<file path="config.mk">
export PLATFORM = sky130hd
export DESIGN_NAME = chtab_ctrl
export DESIGN_NICKNAME = d
export VERILOG_FILES = /design/src/hw/rtl/chtab_pkg.sv /design/src/hw/rtl/chtab_ctrl.sv
export SDC_FILE = /design/constraint.sdc
export NUM_CORES = 1
export LEC_CHECK = 0
export BUFFER_PORTS_ARGS = -buffer_cell sky130_fd_sc_hd__buf_2
export CORE_AREA = 2 2 39 41
export DETAILED_ROUTE_END_ITERATION = 10
export DIE_AREA = 0 0 41 43
export GPL_ROUTABILITY_DRIVEN = 0
export PLACE_DENSITY = 0.44
export RECOVER_POWER = 50
export SYNTH_ARGS = -nofsm -noshare
export SYNTH_HDL_FRONTEND = slang
export SYNTH_SLANG_ARGS = --single-unit
</file>
<file path="constraint.sdc">
create_clock -name clk -period 2.2 [get_ports clk]
set_input_delay 0 -clock clk [delete_from_list [all_inputs] [get_ports clk]]
set_output_delay 0 -clock clk [all_outputs]
set_load 0.02 [all_outputs]
</file>
<file path="src/hw/rtl/chtab_pkg.sv">
`timescale 1ns / 1ps

package chtab_pkg;

  localparam int NUM_BUCKETS  = 91;
  localparam int BUCKET_DEPTH = 8;
  localparam int TOTAL_SLOTS  = NUM_BUCKETS * BUCKET_DEPTH;

  localparam int KEY_W   = 32;
  localparam int VAL_W   = 32;
  localparam int BKT_W   = $clog2(NUM_BUCKETS);
  localparam int SLOT_W  = $clog2(TOTAL_SLOTS);
  localparam int FILL_W  = $clog2(BUCKET_DEPTH + 1);
  localparam int IDX_W   = (BUCKET_DEPTH > 1) ? $clog2(BUCKET_DEPTH) : 1;

  localparam int RDX_BITS  = 8;
  localparam int MOD_STEPS = KEY_W / RDX_BITS;
  localparam int CNT_W     = (MOD_STEPS > 1) ? $clog2(MOD_STEPS) : 1;
  localparam int MOD_W     = BKT_W + RDX_BITS;

  localparam logic OP_INSERT = 1'b0;
  localparam logic OP_LOOKUP = 1'b1;

  typedef enum logic [1:0] {
    ST_OK        = 2'd0,
    ST_DUPLICATE = 2'd1,
    ST_NOT_FOUND = 2'd2,
    ST_FULL      = 2'd3
  } status_t;

  typedef enum logic [2:0] {
    S_IDLE,
    S_MOD,
    S_FILL,
    S_SEARCH,
    S_FINISH
  } state_t;

  typedef struct packed {
    logic load;
    logic mod_step;
    logic search_start;
    logic search_step;
    logic finish;
  } ctrl_cmd_t;

  typedef struct packed {
    logic mod_last;
    logic search_done;
    logic out_free;
  } dp_sts_t;

endpackage

</file>
<file path="src/hw/rtl/chtab_ctrl.sv">
`timescale 1ns / 1ps

module chtab_ctrl
  import chtab_pkg::*;
(
  input  logic      clk,
  input  logic      rst,
  input  logic      in_valid,
  output logic      in_ready,
  input  dp_sts_t   sts,
  output ctrl_cmd_t cmd
);

  state_t state;
  state_t state_next;

  always_ff @(posedge clk) begin
    if (rst) begin
      state <= S_IDLE;
    end else begin
      state <= state_next;
    end
  end

  always_comb begin
    state_next = state;
    unique case (state)
      S_IDLE: begin
        if (in_valid) state_next = S_MOD;
      end
      S_MOD: begin
        if (sts.mod_last) state_next = S_FILL;
      end
      S_FILL: begin
        state_next = S_SEARCH;
      end
      S_SEARCH: begin
        if (sts.search_done) state_next = S_FINISH;
      end
      S_FINISH: begin
        if (sts.out_free) state_next = S_IDLE;
      end
      default: state_next = S_IDLE;
    endcase
  end

  always_comb begin
    cmd      = '0;
    in_ready = 1'b0;
    unique case (state)
      S_IDLE: begin
        in_ready = 1'b1;
        cmd.load = in_valid;
      end
      S_MOD:    cmd.mod_step     = 1'b1;
      S_FILL:   cmd.search_start = 1'b1;
      S_SEARCH: cmd.search_step  = 1'b1;
      S_FINISH: cmd.finish       = sts.out_free;
      default: begin
        cmd      = '0;
        in_ready = 1'b0;
      end
    endcase
  end

endmodule

</file>
Yosys cells after proc, flatten, opt, wreduce, memory -nomap -nowiden
Index checks and enable logic that the tools add are counted.
{"block": "op_classes", "mux": 11, "n_eq_ne": 8, "n_reduce_logical": 2}
{"cell": "3-bit case mux with 5 select lines", "count": 1}
{"cell": "3-bit 2-to-1 mux", "count": 4}
{"cell": "2-bit inequality test (second input constant)", "count": 4}
{"cell": "3-bit by 2-bit == test with 1-bit output (second input constant)", "count": 2}
{"cell": "1-bit 2-to-1 mux", "count": 6}
{"cell": "4-bit AND reduction", "count": 1}
{"cell": "3-bit by 1-bit == test with 1-bit output (second input constant)", "count": 1}
{"cell": "3-bit == test (second input constant)", "count": 1}
{"cell": "3-bit logical NOT", "count": 1}
{"block": "word_totals", "inputBits": 6, "ff_bits": 3}

Depth between registers and ports, before layout
Gate-level depths: netlist (run 1).
{"block": "logic_depth", "ltp_word": 3, "mapped_depth": 3, "depth_no_buf": 2}

Worst setup path after synthesis (run 1)
No wires, ideal clock.
{"block": "synth_path", "path_type": "register -> output", "start": "register state[1]", "end": "output port cmd[4] (netlist bit)", "t_arrival_ns": 1.341, "path_slack_ns": 0.859, "required_time_ns": 2.200, "path_stages_with_launch": 4, "cell_sequence": "dfxtp_1 -> clkbuf_1 -> nor3_1 -> and2_1"}
{"item": "start: declaration", "line": "chtab_ctrl.sv:14", "rtl": "state_t state;"}
{"item": "start signal: assignment", "line": "chtab_ctrl.sv:21", "rtl": "state <= state_next;"}
{"item": "end: declaration", "line": "chtab_ctrl.sv:11", "rtl": "output ctrl_cmd_t cmd"}

==> results of run 1 <==
[cells by family after synthesis]
family                 count (synthesis)  share of synthesized area
buffers and inverters                  3                    0.07898
AND/OR/NAND/NOR                       13                     0.4606
AO/OA/AOI/OAI                          4                     0.1448
flip-flops                             3                     0.3158
[stage by stage]
step	setup slack, ns	area [µm²]	cells
floorplan	0.8594	190.2	23
global placement	1.081	250.2	47
detailed placement	1.070	250.2	47
CTS	1.020	286.5	52
global route	0.8731	284.0	52
finish	1.040	284.0	52
[worst max-delay path: stages, from the launching register on]
cell	delay [ns]
dfxtp_1	0.50
and3b_1	0.21
clkbuf_1	0.22
[power groups by stage]
stage | combinational, W | sequential [W] | clock [W]
after floorplan | 0.0000314 | 0.0000605 | 0
after global placement | 0.0000389 | 0.0000675 | 0
after detailed placement | 0.0000388 | 0.0000681 | 0
after CTS | 0.0000402 | 0.0000672 | 0.000103
after global routing | 0.0000439 | 0.0000691 | 0.000106
final | 0.0000394 | 0.0000671 | 0.0000955
[metal layers]
| metal | up-vias | part of all wire | global-route usage |
|---|---|---|---|
| li1 | 111 | - | - |
| met1 | 88 | 0.52 | 0.09236 |
| met2 | 7 | 0.40 | 0.06875 |
| met3 | 0 | 0.083 | 0.04712 |
| met4 | 0 | 0 | 0.04000 |
| met5 | - | 0 | 0 |
[synthesized netlist by cell type]
library cell and instances:
dfxtp_1 3, nor3_1 2, clkbuf_1 2, o31a_1 1
nor2b_1 2, and3_1 1, a21oi_1 2, and2_1 1
nand2_1 1, nand4b_1 1, a311oi_1 1, or4b_1 1
and3b_1 1, nor3b_1 2, nor4_1 1, buf_4 1
[final cells by class]
class	count	area, µm²
fillers	160	1100
multi-input cells	17	115.1
repair buffers	12	62.56
flip-flops and latches	3	60.06
clock buffers	4	26.28
well taps	16	20.02
[path summary, 6_finish.rpt]
kind / endpoint / cells after the start / start
setup reg to reg: state[2]$_SDFFE_PP0P_ / 2 / state[1]$_SDFFE_PP0P_
hold reg to reg: state[1]$_SDFFE_PP0P_ / 1 / state[2]$_SDFFE_PP0P_
hold / removal: state[2]$_SDFFE_PP0P_ / 3 / sts[0]
setup / recovery: cmd[1] / 2 / state[0]$_SDFFE_PP0P_
[what timing repair did]
action                                  in CTS  in global routing
gates resized for setup                      0                  0
hold buffers                                 1                  0
endpoints found under the setup margin       0                  0
endpoints found under the hold margin        2                  0
==> metrics.yaml, run 1 <==
power_and_ir_drop:
  intPower_w: 0.0001445
  ir_drop_v: 0.0002071
  pwr_density_cell_mw_per_mm2: 711.5
  swShare: 0.2850
  power_w: 0.0002021
  clockPowerShare: 0.473
  switching_power_w: 0.00005760
  combPwrFrac: 0.195
  seqPwrFrac: 0.332
  power.leakage_nw: 0.1194
logic_synthesis:
  synth_warnings: 0
  seq_area_frac_synth: 0.3158
  syn-cell-area_um2: 190.2
  yosysTopAreaCell: "dfxtp_1"
  synthCells: 23
  synthTopCellsByArea: "dfxtp_1 32%, nor3b_1 7.9%, nor2b_1 6.6%"
  syn_nets: 29
  ys_ff_latch: 3
  ys_types: 16
  synth_top_area_frac: 0.3158
  synth_area_per_cell_um2: 8.269
drt:
  num_vias: 206
  dr.pass1.iters: 2
  routed_wl_um: 469
  via_per_inst: 3.962
  drc: 0
  wl_per_cell_um: 9.019
  drtIter0Drc: 2
  ant_nets: 0
status:
  status: "finished clean"
global_routing:
  grt_usage: 0.06607
  grt_max_degree: 13
  antenna_found_initial: 0
  grt_pass1_vias: 183
  grt_pass1_wl_um: 738
  overflow: 0
clock_tree:
  cts-root-buf: "clkbuf_4"
  tritoncts: "done"
  cts_sinks: 3
  clk_latency_ns: 0.23
  ctsHtreeMaxLevel: 1
  numCtsBuffers: 3
  cts_setup_buffers: 0
  clockBufferDepth: 2
  clk_pin_slew_worst_paths_ns: 0.04
die:
  die_w_um: 41
  core-area_mm2: 0.001384
  io-pin-count: 12
  die_h_um: 43
  start_util: 0.1374
  row_count: 14
  die_area_mm2: 0.001763
finish:
  layout-drive-gt1-share: 0.3333
  finish.utilization: 0.2052
  reg_top3: "state (3)"
  top_register: "state"
  synthToLayoutAreaGrowth_pct: 49.34
  most-common-layout-cells: "9 x buf_2, 3 x clkbuf_4, 3 x clkbuf_1, 3 x dfxtp_1"
  fin_nets: 43
  final_common_cell: "buf_2"
  n_antenna_cell: 0
  largest_reg_flops: 3
timing:
  rsz0062_at_grt: "no"
  layout_worst_path_cycle_share: 0.5271
  hold_viol: 0
  drv_slew: 0
  period_minus_slack_ns: 1.160
  maxSlewHeadroom: 0.7851
  hold_slack_ns: 0.05639
  timing.fmax_ghz: 0.8623
  fin_tns_setup_ns: 0
  clock_skew_ns: 0.0006452
  setup_viol: 0
  worstMarginPinSlew_ns: 0.3219
critical_path:
  critPathKind: "reg -> out"
  worstPathRequired_ns: 2.20
  crit_path_end_kind: "primary output"
  crit_fanout: 12
  cp.arrival_ns: 1.16
  reg2reg_slack_ns: 1.05
  cp-start-kind: "flop"
hold_path:
  min_path_type: "in -> reg"
place:
  port_buffers: 11
  dp_hpwl_um: 346.2
flow_run:
  cap_violations: 0
Power figures use the tool's default switching activity.
==> run 2: changes to the inputs <==
- ABC_AREA: not set -> 1
- PLACE_DENSITY: 0.44 -> 0.5
- clock period: 2.2 -> 1.1 ns (I/O delays scaled with it)
==> run 2 against run 1 <==
Compared with the run above: synthesized area up 38%; the run now ends with negative setup slack left; clock skew up 0.0015 ns; first-iteration DRC count shrank 50%; via count rose by 54%; critical path type unchanged; utilization up 12 points; count of clock-buffer cells in the layout did not move; worst setup slack got worse by 1.1 ns; clock power up 97%; critical path depth grew 1; cell area is 57% higher; final cell count rose by 54%.
==> metrics.yaml, run 2 <==
critical_path:
  crit_path_end_kind: "primary output"  # unchanged
  crit_fanout: 5  # was 12
  reg2reg_slack_ns: 0.03  # was 1.05 ns
  r2r_start: "state[0]$_SDFFE_PP0P_"  # was state[1]$_SDFFE_PP0P_
  cp-start-kind: "flop"  # unchanged
  worstPathRequired_ns: 1.10  # was 2.20 ns
  cp.arrival_ns: 1.13  # was 1.16 ns
  critPathKind: "reg -> out"  # unchanged
  r2r_end: "state[1]$_SDFFE_PP0P_"  # was state[2]$_SDFFE_PP0P_
  rr_worst_depth: 8  # was 2
finish:
  fin_nets: 71  # was 43
  reg_top3: "state (3)"  # unchanged
  synthToLayoutAreaGrowth_pct: 70.33  # was 49.34%
  num-fill-cells: 161  # was 160
  n_antenna_cell: 0  # unchanged
  most-common-layout-cells: "9 x nor2_1, 8 x inv_1, 8 x buf_4"  # was 9 x buf_2, 3 x clkbuf_4, 3 x clkbuf_1, 3 x dfxtp_1
  seqCellArea_um2: 68.82  # was 60.06 µm²
  layout-drive-gt1-share: 0.5625  # was 0.3333
  finish.utilization: 0.3219  # was 0.2052
  largest_reg_flops: 3  # unchanged
  layoutNonFillerInstCount: 80  # was 52
  multiInputGateArea_um2: 178.9  # was 115.1 µm²
  top_register: "state"  # unchanged
  final_common_cell: "nor2_1"  # was buf_2
logic_synthesis:
  yosys-top-cells-count: "9 x nor2_1, 8 x inv_1, 5 x nand2_1, 5 x nand3_1"
  syn_nets: 50  # was 29
  synth_edf_count: 0  # unchanged
  synthCells: 44  # was 23
  ys_ff_latch: 3  # unchanged
  syn-cell-area_um2: 261.5  # was 190.2 µm²
  synth_ff_type: "dfxtp_1"  # unchanged
  synth_warnings: 0  # unchanged
  synth_area_per_cell_um2: 5.943  # was 8.269 µm²
  synthTopCellsByArea: "dfxtp_1 23%, nor2_1 13%, inv_1 11%"  # was dfxtp_1 32%, nor3b_1 7.9%, nor2b_1 6.6%
  synth.most_common_cell: "nor2_1"  # was dfxtp_1
  yosysTopAreaCell: "dfxtp_1"  # unchanged
  ys_types: 15  # was 16
  synth_top_area_frac: 0.2297  # was 0.3158
  seq_area_frac_synth: 0.2297  # was 0.3158
  synthArstFlopShare: 0  # unchanged
timing:
  layout_worst_path_cycle_share: 1.027
  drv_slew: 0  # unchanged
  maxSlewHeadroom: 0.8140  # was 0.7851
  rsz0062_at_grt: "yes"  # was no
  timing.fmax_ghz: 0.8854
  worstMarginPinSlew_ns: 0.2765  # was 0.3219 ns
  period_minus_slack_ns: 1.129
  fin_tns_setup_ns: -0.02938  # was 0 ns
  layout_setup_ws_ns: -0.02938  # was 1.040 ns
  clock_skew_ns: 0.002161  # was 0.0006452 ns
  setup_viol: 1  # was 0
  hold_viol: 0  # unchanged
status:
  violations: "negative setup slack"
  status: "finished, violations left"  # was finished clean
die:
  die_h_um: 43  # unchanged
  io-pin-count: 12  # unchanged
  die_w_um: 41  # unchanged
  start_util: 0.1890  # was 0.1374
  core-area_mm2: 0.001384  # unchanged
  row_count: 14  # unchanged
  die_area_mm2: 0.001763  # unchanged
drt:
  via_per_inst: 3.975  # was 3.962
  wl_per_cell_um: 7.925  # was 9.019 µm
  routed_wl_um: 634  # was 469 µm
  ant_nets: 0  # unchanged
  drtIter0Drc: 1  # was 2
  num_vias: 318  # was 206
  dr.pass1.iters: 2  # unchanged
  drc: 0  # unchanged
global_routing:
  antenna_found_initial: 0  # unchanged
  grt_pass1_vias: 295  # was 183
  grt_usage: 0.08225  # was 0.06607
  overflow: 0  # unchanged
  grt_max_degree: 8  # was 13
  grt_pass1_wl_um: 966  # was 738 µm
place:
  dp_hpwl_um: 488.1  # was 346.2 µm
  placed_cells: 73  # was 47
  port_buffers: 11  # unchanged
clock_tree:
  cts_sinks: 3  # unchanged
  clk_latency_ns: 0.23  # about the same
  numCtsBuffers: 3  # unchanged
  clockBufferDepth: 2  # unchanged
  ctsHtreeMaxLevel: 1  # unchanged
  clk_pin_slew_worst_paths_ns: 0.04  # about the same
  tritoncts: "done"  # unchanged
  cts_hold_buf: 0  # was 1
  cts-root-buf: "clkbuf_4"  # unchanged
hold_path:
  min-delay-start: "rst"  # was sts[0]
  hold_end: "state[2]$_SDFFE_PP0P_"  # unchanged
  min_path_type: "in -> reg"  # unchanged
  min_path_cells: 4  # was 3
power_and_ir_drop:
  pwr_density_cell_mw_per_mm2: 3230  # was 711.5 mW/mm²
  ir_drop_v: 0.0008001  # was 0.0002071 V
  power.leakage_nw: 0.2388  # was 0.1194 nW
flow_run:
  cap_violations: 0  # unchanged
-- run 2: kinds of logic (layout without fill, tap and decap cells) --
| kind of cell | Yosys count | after routing | share of synthesized area |
|---|---|---|---|
| simple gates | 27 | 27 | 0.4976 |
| buf+inv | 11 | 31 | 0.1866 |
| compound gates | 3 | 3 | 0.08612 |
| flops | 3 | 3 | 0.2297 |
-- run 2: critical path, cell delays in order, from the launching register on --
cell,delay (ns)
dfxtp_2,0.36
inv_4,0.06
nor4_1,0.26
buf_2,0.22
-- run 2: power by group --
part / leakage [nW] / switching, W / internal (W)
Clock: 0.0150 / 0.0000522 / 0.000136
Sequential: 0.0264 / 0.0000753 / 0.000184
Combinational: 0.197 / 0.000549 / 0.000443
-- run 2: metrics by stage --
stage                      power, W  setup slack (ns)  area (µm²)  hold WS (ns)
after floorplan           0.0007912          -0.05507       261.5        0.1418
after global placement     0.001019           0.01763       347.8        0.2703
after detailed placement   0.001023          -0.01477       347.8        0.2697
after CTS                  0.001346           0.01134       412.9       0.01893
after global routing       0.001561           -0.1008       445.4       0.03760
final                      0.001439          -0.02938       445.4       0.02174
-- run 2: how the worst max path moves through the flow --
stage / from / end / slack [ns] / cells past startpoint
finish: state[2]$_SDFFE_PP0P_ / cmd[0] / -0.03 / 3
global route: state[2]$_SDFFE_PP0P_ / cmd[0] / -0.10 / 3
CTS: state[0]$_SDFFE_PP0P_ / cmd[2] / 0.01 / 5
detailed placement: state[1]$_SDFFE_PP0P_ / state[1]$_SDFFE_PP0P_ / -0.01 / 7
global placement: state[1]$_SDFFE_PP0P_ / state[1]$_SDFFE_PP0P_ / 0.02 / 7
floorplan: state[0]$_SDFFE_PP0P_ / state[2]$_SDFFE_PP0P_ / -0.06 / 7
-- run 2: layout make-up --
cell class | instances | area share
Multi-Input combinational cell | 30 | 0.4017
Tap cell | 16 | 0.04494
Sequential cell | 3 | 0.1545
Clock buffer | 4 | 0.05899
Timing Repair Buffer | 17 | 0.2500
Inverter | 10 | 0.08989
-- run 2: repair_timing --
item | CTS | global route
setup buffers | 3 | 0
gates resized for setup | 7 | 8
endpoints found under the setup margin | 6 | 6
pin swaps | 0 | 2
-- run 2: per-layer routing --
layer / vias up / share of wire / GRT usage
met5: - / 0 / 0
met4: 0 / 0 / 0.06000
met3: 0 / 0.019 / 0.03141
met2: 4 / 0.56 / 0.1438
met1: 136 / 0.41 / 0.06731
li1: 178 / - / -
==> run 3: changes to the inputs <==
- CELL_PAD_IN_SITES_DETAIL_PLACEMENT: not set -> 1
- CELL_PAD_IN_SITES_GLOBAL_PLACEMENT: not set -> 1
- PLACE_DENSITY: 0.5 -> 0.57
==> run 3 against run 2 <==
Compared with the run above: the run now ends clean; count of clock-buffer cells in the layout is the same; final cell count is 2.5% lower; sequential share of layout area barely moved; first-iteration DRC count down 100%; worst setup slack improved by 0.030 ns; sequential power shrank 3%; cell area is 7.3% lower; worst hold slack better by 0.0036 ns; critical endpoint is now cmd[4]; maximum frequency up 2.8%; combinational power decreased by 7.6%; non-clock buffer count shrank 2.
==> metrics.yaml, run 3 (same netlist as run 2, synthesis figures left out) <==
power_and_ir_drop:
  ir_drop_v: 0.0006865  # was 0.0008001 V
  pwr_density_cell_mw_per_mm2: 3292  # was 3230 mW/mm²
  power.leakage_nw: 0.2244  # was 0.2388 nW
critical_path:
  crit_path_end_kind: "primary output"  # unchanged
  max_stage_delay_ns: 0.35  # was 0.36 ns
  critPathKind: "reg -> out"  # unchanged
  worstPathRequired_ns: 1.10  # about the same
  cp_common_cell: "buf_4"
  crit_path_cell_trace: "inv_1, nand2_2, buf_4, nor3_2, buf_4"  # was inv_4, nor4_1, buf_2
  critical_path.slowest_cell: "dfxtp_2"  # unchanged
  crit_fanout: 6  # was 5
  cp_num_buf_inv: 3  # was 2
  path_delay_family: "buffers and inverters"  # was flip-flops
  cp.arrival_ns: 1.10  # was 1.13 ns
  cp-start-kind: "flop"  # unchanged
drt:
  num_vias: 315  # was 318
  drc: 0  # unchanged
  drtIter0Drc: 0  # was 1
  dr.pass1.iters: 1  # was 2
  routed_wl_um: 676  # was 634 µm
  ant_nets: 0  # unchanged
  via_per_inst: 4.038  # was 3.975
  wl_per_cell_um: 8.667  # was 7.925 µm
clock_tree:
  numCtsBuffers: 3  # unchanged
  cts_sinks: 3  # unchanged
  clockBufferDepth: 2  # unchanged
  clk_latency_ns: 0.23  # about the same
  clk_pin_slew_worst_paths_ns: 0.04  # about the same
  cts_setup_buffers: 0  # was 3
  tritoncts: "done"  # unchanged
  cts-root-buf: "clkbuf_4"  # unchanged
  ctsHtreeMaxLevel: 1  # unchanged
  cts_hold_buf: 0  # unchanged
die:
  core-area_mm2: 0.001384  # unchanged
  die_area_mm2: 0.001763  # unchanged
  start_util: 0.1890  # unchanged
  die_h_um: 43  # unchanged
  row_count: 14  # unchanged
  io-pin-count: 12  # unchanged
  die_w_um: 41  # unchanged
global_routing:
  grt_pass1_vias: 314  # was 295
  grt_max_degree: 7  # was 8
  grt_usage: 0.1021  # was 0.08225
  grt_pass1_wl_mm: 1.179  # was 966 µm
  overflow: 0  # unchanged
  antenna_found_initial: 0  # unchanged
place:
  post_dp_cell_area_um2: 355.3  # was 347.8 µm²
  port_buffers: 11  # unchanged
  dp_hpwl_um: 603.4  # was 488.1 µm
  place_ws_ns: -0.001423  # was -0.01477 ns
timing:
  drv_slew: 0  # unchanged
  layout_setup_ws_ns: 0.0008626  # was -0.02938 ns
  timing.fmax_ghz: 0.9098  # was 0.8854 GHz
  clock_skew_ns: 0.001730  # was 0.002161 ns
  layout_worst_path_cycle_share: 0.9992  # was 1.027
  setup_viol: 0  # was 1
  hold_slack_ns: 0.02530  # was 0.02174 ns
  maxSlewHeadroom: 0.8655  # was 0.8140
  rsz0062_at_grt: "yes"  # unchanged
  fin_tns_setup_ns: 0  # was -0.02938 ns
  worstMarginPinSlew_ns: 0.1999  # was 0.2765 ns
  period_minus_slack_ns: 1.099  # was 1.129 ns
  hold_viol: 0  # unchanged
status:
  status: "finished clean"  # was finished, violations left
finish:
  largest_reg_flops: 3  # unchanged
  reg_top3: "state (3)"  # unchanged
  layout-drive-gt1-share: 0.5323  # was 0.5625
  design_area_um2: 412.9  # was 445.4 µm²
  most-common-layout-cells: "9 x nor2_1, 8 x buf_4, 7 x inv_1"  # was 9 x nor2_1, 8 x inv_1, 8 x buf_4
  fin_nets: 69  # was 71
  n_antenna_cell: 0  # unchanged
  synthToLayoutAreaGrowth_pct: 57.89  # was 70.33%
  top_register: "state"  # unchanged
  final_common_cell: "nor2_1"  # unchanged
hold_path:
  min_path_type: "in -> reg"  # unchanged
flow_run:
  cap_violations: 0  # unchanged
[run 3: through the flow]
step	total power, W	cells	utilization
2_1_floorplan	0.0007912	44	-
3_3_place_gp	0.001065	74	0.2568
3_5_place_dp	0.001072	74	0.2568
4_1_cts	0.001355	78	0.2911
5_1_grt	0.001491	78	0.2984
6_report	0.001359	78	0.2984
[run 3: worst reg2reg max path: stages, from the launching register on]
cell,delay (ns)
dfxtp_2,0.39
nand2_1,0.11
nor2_4,0.09
nand2_1,0.06
o21ai_2,0.08
nor2_4,0.06
nor2_1,0.09
nor2_1,0.05
[run 3: repair_timing]
action / CTS / global route
resized for setup: 10 / 2
pin swaps: 1 / 0
setup endpoints to repair: 7 / 6
[run 3: layer usage]
layer | vias to the layer above | global-route usage | share of wire
li1 | 171 | - | -
met1 | 134 | 0.1019 | 0.43
met2 | 8 | 0.1625 | 0.51
met3 | 2 | 0.03141 | 0.036
met4 | 0 | 0.08000 | 0.019
met5 | - | 0 | 0
[run 3: final timing paths]
kind,start,endpoint,slack [ns],cells past startpoint
min,rst,state[1]$_SDFFE_PP0P_,0.03,4
max,state[0]$_SDFFE_PP0P_,cmd[4],0.0009,5
max reg2reg,state[0]$_SDFFE_PP0P_,state[2]$_SDFFE_PP0P_,0.06,7
min reg2reg,state[2]$_SDFFE_PP0P_,state[2]$_SDFFE_PP0P_,0.52,2
[run 3: cell type report]
| cell class | instances | area, µm² |
|---|---|---|
| fill | 184 | 970.9 |
| multi-input combinational | 30 | 167.7 |
| timing repair buffer | 15 | 95.09 |
| sequential | 3 | 63.81 |
| inverter | 10 | 40.04 |
| clock buffer | 4 | 26.28 |
| tap | 16 | 20.02 |
[run 3: power breakdown]
| group | internal, W | switching [W] |
|---|---|---|
| Clock | 0.000136 | 0.0000559 |
| Sequential | 0.000172 | 0.0000783 |
| Combinational | 0.000393 | 0.000524 |
| Total | 0.000701 | 0.000659 |
